===== config.mk =====
export PLATFORM = sky130hd
export DESIGN_NAME = alarm_clock_with_snooze_unit
export DESIGN_NICKNAME = d
export VERILOG_FILES = /design/src/rtl/acws_pkg.sv /design/src/rtl/alarm_clock_with_snooze_unit.sv /design/src/rtl/acws_time_core.sv /design/src/rtl/acws_seg_decode.sv
export SDC_FILE = /design/constraint.sdc
export NUM_CORES = 1
export LEC_CHECK = 0
export ABC_AREA = 1
export BUFFER_PORTS_ARGS = -buffer_cell sky130_fd_sc_hd__buf_2
export CAP_MARGIN = 15
export CORE_MARGIN = 3
export CORE_UTILIZATION = 57
export DETAILED_ROUTE_END_ITERATION = 12
export PLACE_DENSITY = 0.8
export RECOVER_POWER = 100
export SYNTH_ARGS = -nofsm -noshare
export SYNTH_HDL_FRONTEND = slang
export SYNTH_HIERARCHICAL = 1
export SYNTH_SLANG_ARGS = --single-unit

===== constraint.sdc =====
create_clock -name clk -period 5.1 [get_ports clk]
set_clock_uncertainty 0.2 [all_clocks]
set_input_delay 0.765 -clock clk [delete_from_list [all_inputs] [get_ports clk]]
set_output_delay 0.765 -clock clk [all_outputs]
set_load 0.1 [all_outputs]

===== src/rtl/acws_pkg.sv =====
// Shared types, operation codes and digit tables for the alarm clock unit.
// No dependencies; used by every module of the block and by its checker.
`default_nettype none

package acws_pkg;

    localparam logic [2:0] OP_TICK       = 3'd0;
    localparam logic [2:0] OP_LOAD_TIME  = 3'd1;
    localparam logic [2:0] OP_LOAD_ALARM = 3'd2;
    localparam logic [2:0] OP_SNOOZE     = 3'd3;
    localparam logic [2:0] OP_DISMISS    = 3'd4;

    localparam logic [4:0] HOUR_LAST    = 5'd23;
    localparam logic [5:0] MINUTE_LAST  = 6'd59;
    localparam logic [5:0] SECOND_LAST  = 6'd59;
    localparam logic [5:0] SNOOZE_STEP  = 6'd10;
    localparam logic [5:0] SNOOZE_SPLIT = 6'd50;

    // Segment bits: A=0 B=1 C=2 D=3 F=4 G=5 E=6
    localparam logic [6:0] DIGIT_SEG [10] = '{
        7'h5F, 7'h06, 7'h6B, 7'h2F, 7'h36, 7'h3D, 7'h7C, 7'h07, 7'h7F, 7'h37
    };

    typedef struct packed {
        logic [2:0] op;
        logic [4:0] hour;
        logic [5:0] minute;
        logic       show;
    } req_t;

    typedef struct packed {
        logic [4:0] hour;
        logic [5:0] minute;
        logic [5:0] second;
        logic [4:0] disp_hour;
        logic [5:0] disp_minute;
        logic       colon;
        logic       ringing;
        logic       load_error;
    } res_t;

    function automatic logic [6:0] seg_of(input logic [3:0] digit);
        logic [6:0] pattern;
        pattern = 7'd0;
        if (digit < 4'd10)
        begin
            pattern = DIGIT_SEG[digit];
        end
        return pattern;
    endfunction

endpackage

`default_nettype wire


===== src/rtl/alarm_clock_with_snooze_unit.sv =====
// Top level of the alarm clock unit: request register, time core, segment decode
// and result register. Depends on acws_pkg, acws_time_core and acws_seg_decode.
`default_nettype none

// 24-hour alarm clock with snooze. Each request (tick, load time, load alarm,
// snooze, dismiss) yields exactly one result carrying the current time, the
// seven-segment patterns of the shown time (current or alarm), the colon, the
// ringing flag and a load error flag. A request is captured in the request
// register, the clock state and the result are computed combinationally by
// the time core and segment decode, and the result lands in the result
// register. One request per cycle is taken sustained while the result side
// does not stall. A stall on the result side holds the result register and
// then the request register; while the result register is empty or draining,
// requests are never stalled. After reset the time is 00:00:00, the alarm
// 01:01, nothing rings, and the first tick shows the colon off.
// Out-of-range loads leave the state untouched and flag load_error.

module alarm_clock_with_snooze_unit (
    input  logic       clk,
    input  logic       rst_n,
    input  logic       in_valid,
    output logic       in_stall,
    input  logic [2:0] operation,
    input  logic [4:0] hour_value,
    input  logic [5:0] minute_value,
    input  logic       show_alarm,
    output logic       out_valid,
    input  logic       out_stall,
    output logic [4:0] cur_hour,
    output logic [5:0] cur_minute,
    output logic [5:0] cur_second,
    output logic [6:0] seg_hour_tens,
    output logic [6:0] seg_hour_units,
    output logic [6:0] seg_minute_tens,
    output logic [6:0] seg_minute_units,
    output logic       colon_on,
    output logic       ringing,
    output logic       load_error
);
    import acws_pkg::*;

    req_t       req_reg;
    logic       req_valid_reg;
    res_t       res;
    logic [6:0] seg_ht, seg_hu, seg_mt, seg_mu;
    logic       out_free;
    logic       advance;
    logic       in_accept;

    logic       out_valid_reg;
    logic [4:0] cur_hour_reg;
    logic [5:0] cur_minute_reg;
    logic [5:0] cur_second_reg;
    logic [6:0] seg_hour_tens_reg;
    logic [6:0] seg_hour_units_reg;
    logic [6:0] seg_minute_tens_reg;
    logic [6:0] seg_minute_units_reg;
    logic       colon_on_reg;
    logic       ringing_reg;
    logic       load_error_reg;

    // The result register can take a new result when empty or being taken.
    assign out_free  = !out_valid_reg || !out_stall;
    // Move the held request through the core into the result register.
    assign advance   = req_valid_reg && out_free;
    // Stall only while a request waits on a blocked result register.
    assign in_stall  = req_valid_reg && !out_free;
    assign in_accept = in_valid && !in_stall;

    always_ff @(posedge clk or negedge rst_n)
    begin
        if (!rst_n)
        begin
            req_valid_reg <= 1'b0;
        end
        else if (in_accept)
        begin
            req_valid_reg <= 1'b1;
        end
        else if (advance)
        begin
            req_valid_reg <= 1'b0;
        end
    end

    // Capture the request payload; no reset needed.
    always_ff @(posedge clk)
    begin
        if (in_accept)
        begin
            req_reg.op     <= operation;
            req_reg.hour   <= hour_value;
            req_reg.minute <= minute_value;
            req_reg.show   <= show_alarm;
        end
    end

    acws_time_core u_time_core (
        .clk     (clk),
        .rst_n   (rst_n),
        .advance (advance),
        .req     (req_reg),
        .res     (res)
    );

    acws_seg_decode u_seg_decode (
        .hour             (res.disp_hour),
        .minute           (res.disp_minute),
        .seg_hour_tens    (seg_ht),
        .seg_hour_units   (seg_hu),
        .seg_minute_tens  (seg_mt),
        .seg_minute_units (seg_mu)
    );

    always_ff @(posedge clk or negedge rst_n)
    begin
        if (!rst_n)
        begin
            out_valid_reg <= 1'b0;
        end
        else if (out_free)
        begin
            out_valid_reg <= advance;
        end
    end

    // Load the result payload only when the previous result is gone.
    always_ff @(posedge clk)
    begin
        if (advance)
        begin
            cur_hour_reg         <= res.hour;
            cur_minute_reg       <= res.minute;
            cur_second_reg       <= res.second;
            seg_hour_tens_reg    <= seg_ht;
            seg_hour_units_reg   <= seg_hu;
            seg_minute_tens_reg  <= seg_mt;
            seg_minute_units_reg <= seg_mu;
            colon_on_reg         <= res.colon;
            ringing_reg          <= res.ringing;
            load_error_reg       <= res.load_error;
        end
    end

    assign out_valid        = out_valid_reg;
    assign cur_hour         = cur_hour_reg;
    assign cur_minute       = cur_minute_reg;
    assign cur_second       = cur_second_reg;
    assign seg_hour_tens    = seg_hour_tens_reg;
    assign seg_hour_units   = seg_hour_units_reg;
    assign seg_minute_tens  = seg_minute_tens_reg;
    assign seg_minute_units = seg_minute_units_reg;
    assign colon_on         = colon_on_reg;
    assign ringing          = ringing_reg;
    assign load_error       = load_error_reg;

endmodule

`default_nettype wire


===== src/rtl/acws_time_core.sv =====
// Clock, alarm, ring and colon state with the per-request update logic.
// Depends on acws_pkg.
`default_nettype none

module acws_time_core (
    input  logic          clk,
    input  logic          rst_n,
    input  logic          advance,
    input  acws_pkg::req_t req,
    output acws_pkg::res_t res
);
    import acws_pkg::*;

    logic [4:0] hours_reg, hours_next;
    logic [5:0] minutes_reg, minutes_next;
    logic [5:0] seconds_reg, seconds_next;
    logic [4:0] alarm_hour_reg, alarm_hour_next;
    logic [5:0] alarm_minute_reg, alarm_minute_next;
    logic       ring_reg, ring_next;
    logic       colon_reg, colon_next;
    logic [4:0] hour_plus_one;
    logic       load_ok;
    logic       load_error;

    assign hour_plus_one = (hours_reg == HOUR_LAST) ? 5'd0 : hours_reg + 5'd1;
    assign load_ok       = (req.hour <= HOUR_LAST) && (req.minute <= MINUTE_LAST);

    always_comb
    begin
        hours_next        = hours_reg;
        minutes_next      = minutes_reg;
        seconds_next      = seconds_reg;
        alarm_hour_next   = alarm_hour_reg;
        alarm_minute_next = alarm_minute_reg;
        ring_next         = ring_reg;
        load_error        = 1'b0;
        case (req.op)
            OP_TICK:
            begin
                if (seconds_reg == SECOND_LAST)
                begin
                    seconds_next = 6'd0;
                    if (minutes_reg == MINUTE_LAST)
                    begin
                        minutes_next = 6'd0;
                        hours_next   = hour_plus_one;
                    end
                    else
                    begin
                        minutes_next = minutes_reg + 6'd1;
                    end
                end
                else
                begin
                    seconds_next = seconds_reg + 6'd1;
                end
                if ((hours_next == alarm_hour_reg) && (minutes_next == alarm_minute_reg))
                begin
                    ring_next = 1'b1;
                end
            end
            OP_LOAD_TIME:
            begin
                if (load_ok)
                begin
                    hours_next   = req.hour;
                    minutes_next = req.minute;
                    seconds_next = 6'd0;
                end
                else
                begin
                    load_error = 1'b1;
                end
            end
            OP_LOAD_ALARM:
            begin
                if (load_ok)
                begin
                    alarm_hour_next   = req.hour;
                    alarm_minute_next = req.minute;
                end
                else
                begin
                    load_error = 1'b1;
                end
            end
            OP_SNOOZE:
            begin
                if (ring_reg)
                begin
                    if (minutes_reg < SNOOZE_SPLIT)
                    begin
                        alarm_hour_next   = hours_reg;
                        alarm_minute_next = minutes_reg + SNOOZE_STEP;
                    end
                    else
                    begin
                        alarm_hour_next   = hour_plus_one;
                        alarm_minute_next = minutes_reg - SNOOZE_SPLIT;
                    end
                    ring_next = 1'b0;
                end
            end
            OP_DISMISS:
            begin
                alarm_hour_next   = 5'd0;
                alarm_minute_next = 6'd0;
                ring_next         = 1'b0;
            end
            default:
            begin
                // undefined operation: drop it, state holds
            end
        endcase
    end

    always_comb
    begin
        colon_next = colon_reg;
        if (req.show)
        begin
            res.colon       = 1'b1;
            res.disp_hour   = alarm_hour_next;
            res.disp_minute = alarm_minute_next;
        end
        else
        begin
            res.colon       = colon_reg;
            res.disp_hour   = hours_next;
            res.disp_minute = minutes_next;
            if (req.op == OP_TICK)
            begin
                colon_next = ~colon_reg;
            end
        end
        res.hour       = hours_next;
        res.minute     = minutes_next;
        res.second     = seconds_next;
        res.ringing    = ring_next;
        res.load_error = load_error;
    end

    always_ff @(posedge clk or negedge rst_n)
    begin
        if (!rst_n)
        begin
            hours_reg        <= 5'd0;
            minutes_reg      <= 6'd0;
            seconds_reg      <= 6'd0;
            alarm_hour_reg   <= 5'd1;
            alarm_minute_reg <= 6'd1;
            ring_reg         <= 1'b0;
            colon_reg        <= 1'b0;
        end
        else if (advance)
        begin
            hours_reg        <= hours_next;
            minutes_reg      <= minutes_next;
            seconds_reg      <= seconds_next;
            alarm_hour_reg   <= alarm_hour_next;
            alarm_minute_reg <= alarm_minute_next;
            ring_reg         <= ring_next;
            colon_reg        <= colon_next;
        end
    end

endmodule

`default_nettype wire


===== src/rtl/acws_seg_decode.sv =====
// Splits the shown hour and minute into decimal digits and maps them to segments.
// Depends on acws_pkg for the segment table.
`default_nettype none

module acws_seg_decode (
    input  logic [4:0] hour,
    input  logic [5:0] minute,
    output logic [6:0] seg_hour_tens,
    output logic [6:0] seg_hour_units,
    output logic [6:0] seg_minute_tens,
    output logic [6:0] seg_minute_units
);
    import acws_pkg::*;

    logic [3:0] hour_tens, hour_units;
    logic [3:0] minute_tens, minute_units;
    logic [4:0] hour_rem;
    logic [5:0] minute_rem;

    // Hour is at most 23: two compares give the tens digit.
    always_comb
    begin
        if (hour >= 5'd20)
        begin
            hour_tens = 4'd2;
            hour_rem  = hour - 5'd20;
        end
        else if (hour >= 5'd10)
        begin
            hour_tens = 4'd1;
            hour_rem  = hour - 5'd10;
        end
        else
        begin
            hour_tens = 4'd0;
            hour_rem  = hour;
        end
        hour_units = hour_rem[3:0];
    end

    // Minute is at most 59: compare chain over the tens boundaries.
    always_comb
    begin
        if (minute >= 6'd50)
        begin
            minute_tens = 4'd5;
            minute_rem  = minute - 6'd50;
        end
        else if (minute >= 6'd40)
        begin
            minute_tens = 4'd4;
            minute_rem  = minute - 6'd40;
        end
        else if (minute >= 6'd30)
        begin
            minute_tens = 4'd3;
            minute_rem  = minute - 6'd30;
        end
        else if (minute >= 6'd20)
        begin
            minute_tens = 4'd2;
            minute_rem  = minute - 6'd20;
        end
        else if (minute >= 6'd10)
        begin
            minute_tens = 4'd1;
            minute_rem  = minute - 6'd10;
        end
        else
        begin
            minute_tens = 4'd0;
            minute_rem  = minute;
        end
        minute_units = minute_rem[3:0];
    end

    assign seg_hour_tens    = seg_of(hour_tens);
    assign seg_hour_units   = seg_of(hour_units);
    assign seg_minute_tens  = seg_of(minute_tens);
    assign seg_minute_units = seg_of(minute_units);

endmodule

`default_nettype wire


==> impl_metrics.json <==
{
  "whs_path_depth": 2,
  "area_growth_pct": 8.22,
  "synth_top_area_share": 0.316,
  "critPathSlowestCell": "edfxtp_1",
  "synth_common_cells": "nand2_1, inv_1, edfxtp_1",
  "gr-usage-met2": 0.417,
  "cts_buffer_depth": 2,
  "io_pins": 69,
  "grt_antenna_before_repair": 0,
  "leakagePower_nw": 2.90,
  "min_period_over_period": 0.907,
  "routed_wl_mm": 14.3,
  "worst_path_most_repeated_cell": "nand2_1",
  "grt_pass1_wl_mm": 23.7,
  "whs_ns": 0.333,
  "critical_path_class": "flop to flop",
  "wire_per_inst_um": 15.6,
  "postCtsHoldBufs": 0,
  "crit_chain": "nor2_1 -> inv_1 -> nor2_1 -> buf_4 -> inv_1 -> nand2_1 -> o22ai_1 -> a21oi_1 -> nand2_1 -> nand2_1 -> inv_1 -> ha_1 -> inv_1 -> nand2_1 -> nand3b_1 -> nand2_2 -> xor2_2 -> inv_1 -> ha_1 -> nand2_1 -> nand2_1 -> o21a_1",
  "syn_nets": 769,
  "min_period_ns": 4.63,
  "clock_sink_count": 95,
  "track_usage": 0.258,
  "antennaDiodeCount": 0,
  "drc": 0,
  "yosys_warnings": 6,
  "nNetsFinal": 828,
  "cts_tree": "yes",
  "fin_setup_tns_ns": 0,
  "crit_path_start_kind": "flop",
  "worst_slack_ns": 0.475,
  "cts_setup_buffers": 0,
  "grt_start_max_net_pins": 106,
  "grt-ovfl-total": 0,
  "critPathCaptureType": "flop",
  "worst-path-max-fanout": 11,
  "required_ns": 5.03,
  "cpPeakStageDelay_ns": 0.46,
  "worst_pin_slew_ns": 2.06,
  "dieArea_mm2": 0.0118,
  "setup_viol": 0,
  "drv_cap": 2,
  "violations": "max-capacitance violations, max-slew violations",
  "port-buffer-count": 68,
  "max_clock_freq_mhz": 216,
  "synthArstFlopShare": 0.337,
  "synthCells": 723,
  "synth_area_mm2": 0.00598,
  "num_vias": 5104,
  "power_density_mw_per_mm2": 575,
  "grt_pass1_vias": 4774,
  "start_util": 0.598,
  "crit_family": "simple AND/OR/NAND/NOR gates",
  "yosysMostFrequentCell": "nand2_1",
  "routabilityCongestion": 0.953,
  "core-area_mm2": 0.0100,
  "path_clk_slew_ns": 0.10,
  "slew_headroom": -0.375,
  "status": "finished with violations",
  "hold_viol_final": 0,
  "path_depth": 22,
  "grt-busiest-layer": "met2",
  "arrival_ns": 4.56,
  "pre_cts_ws_ns": 0.891,
  "dp_hpwl_mm": 10.5,
  "cts_inserted_buffers": 9,
  "gr-usage-met1": 0.355,
  "drive_gt1_frac": 0.131,
  "firstDrtPassIters": 5,
  "crit_buf_inv": 6,
  "synth.distinct_cells": 46,
  "postPlaceCellArea_mm2": 0.00640,
  "die_width_um": 108,
  "rsz0062_at_grt": "no",
  "largest_reg_flops": 15,
  "stdcell_area_mm2": 0.00647,
  "final_antenna_net_count": 0,
  "reg2reg_depth": 22,
  "synth_edf_count": 63,
  "core.rowCount": 36,
  "die_height_um": 108,
  "ys.flop_type": "edfxtp_1",
  "peakVddDrop_v": 0.000482,
  "cts_resized": 0,
  "synth-seq-cells": 95,
  "hp-class": "flop to flop",
  "avgSynthCellArea_um2": 8.28,
  "drt_iter0_drc": 604,
  "drv_slew": 139,
  "via_per_inst": 5.55,
  "grt_use_met3": 0.0364,
  "synth_top_cell_by_area": "edfxtp_1",
  "cts_max_level": 3,
  "clk_latency_ns": 0.37,
  "synth_area_leaders": "edfxtp_1, nand2_1, dfrtp_1, ha_1, inv_1",
  "seq_area_frac_synth": 0.450,
  "cts_root_buf": "clkbuf_8"
}
[layer usage]
metal	share of wire	vias to the layer above
met1	0.45	2360
met2	0.46	215
li1	-	2509
met3	0.069	20
met4	0.017	0
met5	0	-
[kinds of logic after synthesis]
kind of cell	share of synthesized area
DFF	0.450
AOI/OAI and AO/OA	0.129
xor gates and xnor gates	0.0144
buffers and inverters	0.0822
and+or+nand+nor	0.267
adders and majority gates	0.0565
other	0.000627
[worst register-to-register path: cells and delay by family (launching register included)]
family / cells / cell delay (ns)
xor gates and xnor gates: 1 / 0.24
adders and majority gates: 2 / 0.43
DFF: 1 / 0.46
and+or+nand+nor: 10 / 1.47
AOI/OAI and AO/OA: 3 / 0.63
buffers and inverters: 6 / 0.98
[final cells by class]
class / count / area (um2)
clock buffers: 11 / 141
clock inverters: 5 / 40.0
fillers: 916 / 3520
inverters: 99 / 372
multi-input cells: 506 / 2770
flip-flops and latches: 95 / 2700
well taps: 133 / 166
repair buffers: 71 / 295
[placed cells by master (no fill, tap or decap), types with 6 or more instances in the layout]
cell type  netlist  final
a21oi_1         16     15
buf_2            3     16
clkbuf_1        11     53
clkbuf_8         0     10
dfrtp_1         30     30
edfxtp_1        63     63
ha_1            27     27
inv_1           78     81
inv_2           19     16
nand2_1        201    206
nand2_2         14     11
nand2_4          9      7
nand3_1         48     50
nor2_1          28     30
o211ai_1        17     17
o21ai_0         55     61
o221ai_1         6      6
o22ai_1         10     10
or2_2           15     15
[per-stage QoR]
stage / total power [mW] / std cells / utilization
after global placement: 3.23 / 904 / 0.640
after detailed placement: 3.29 / 904 / 0.640
after global routing: 3.96 / 920 / 0.648
final: 3.72 / 920 / 0.648
after CTS: 3.76 / 920 / 0.659
after floorplan: 2.93 / 723 / -
[power by group]
part	switching (mW)	internal, mW	total [mW]
sequential	0.118	1.08	1.20
clock	0.275	0.196	0.470
combinational	1.61	0.440	2.05
[path summary, 6_finish.rpt]
kind | start | to | slack [ns]
min in group asynchronous | rst_n | u_time_core/seconds_reg[1] | 0.69
min reg2reg | req_valid_reg | out_valid | 0.33
max reg2reg | req_reg[14] | seg_hour_units[6] | 0.47
max in group asynchronous | rst_n | u_time_core/minutes_reg[2] | 2.92
max | req_reg[14] | seg_hour_units[6] | 0.47
min | req_valid_reg | out_valid | 0.33
(Power assumes the default switching activity.)
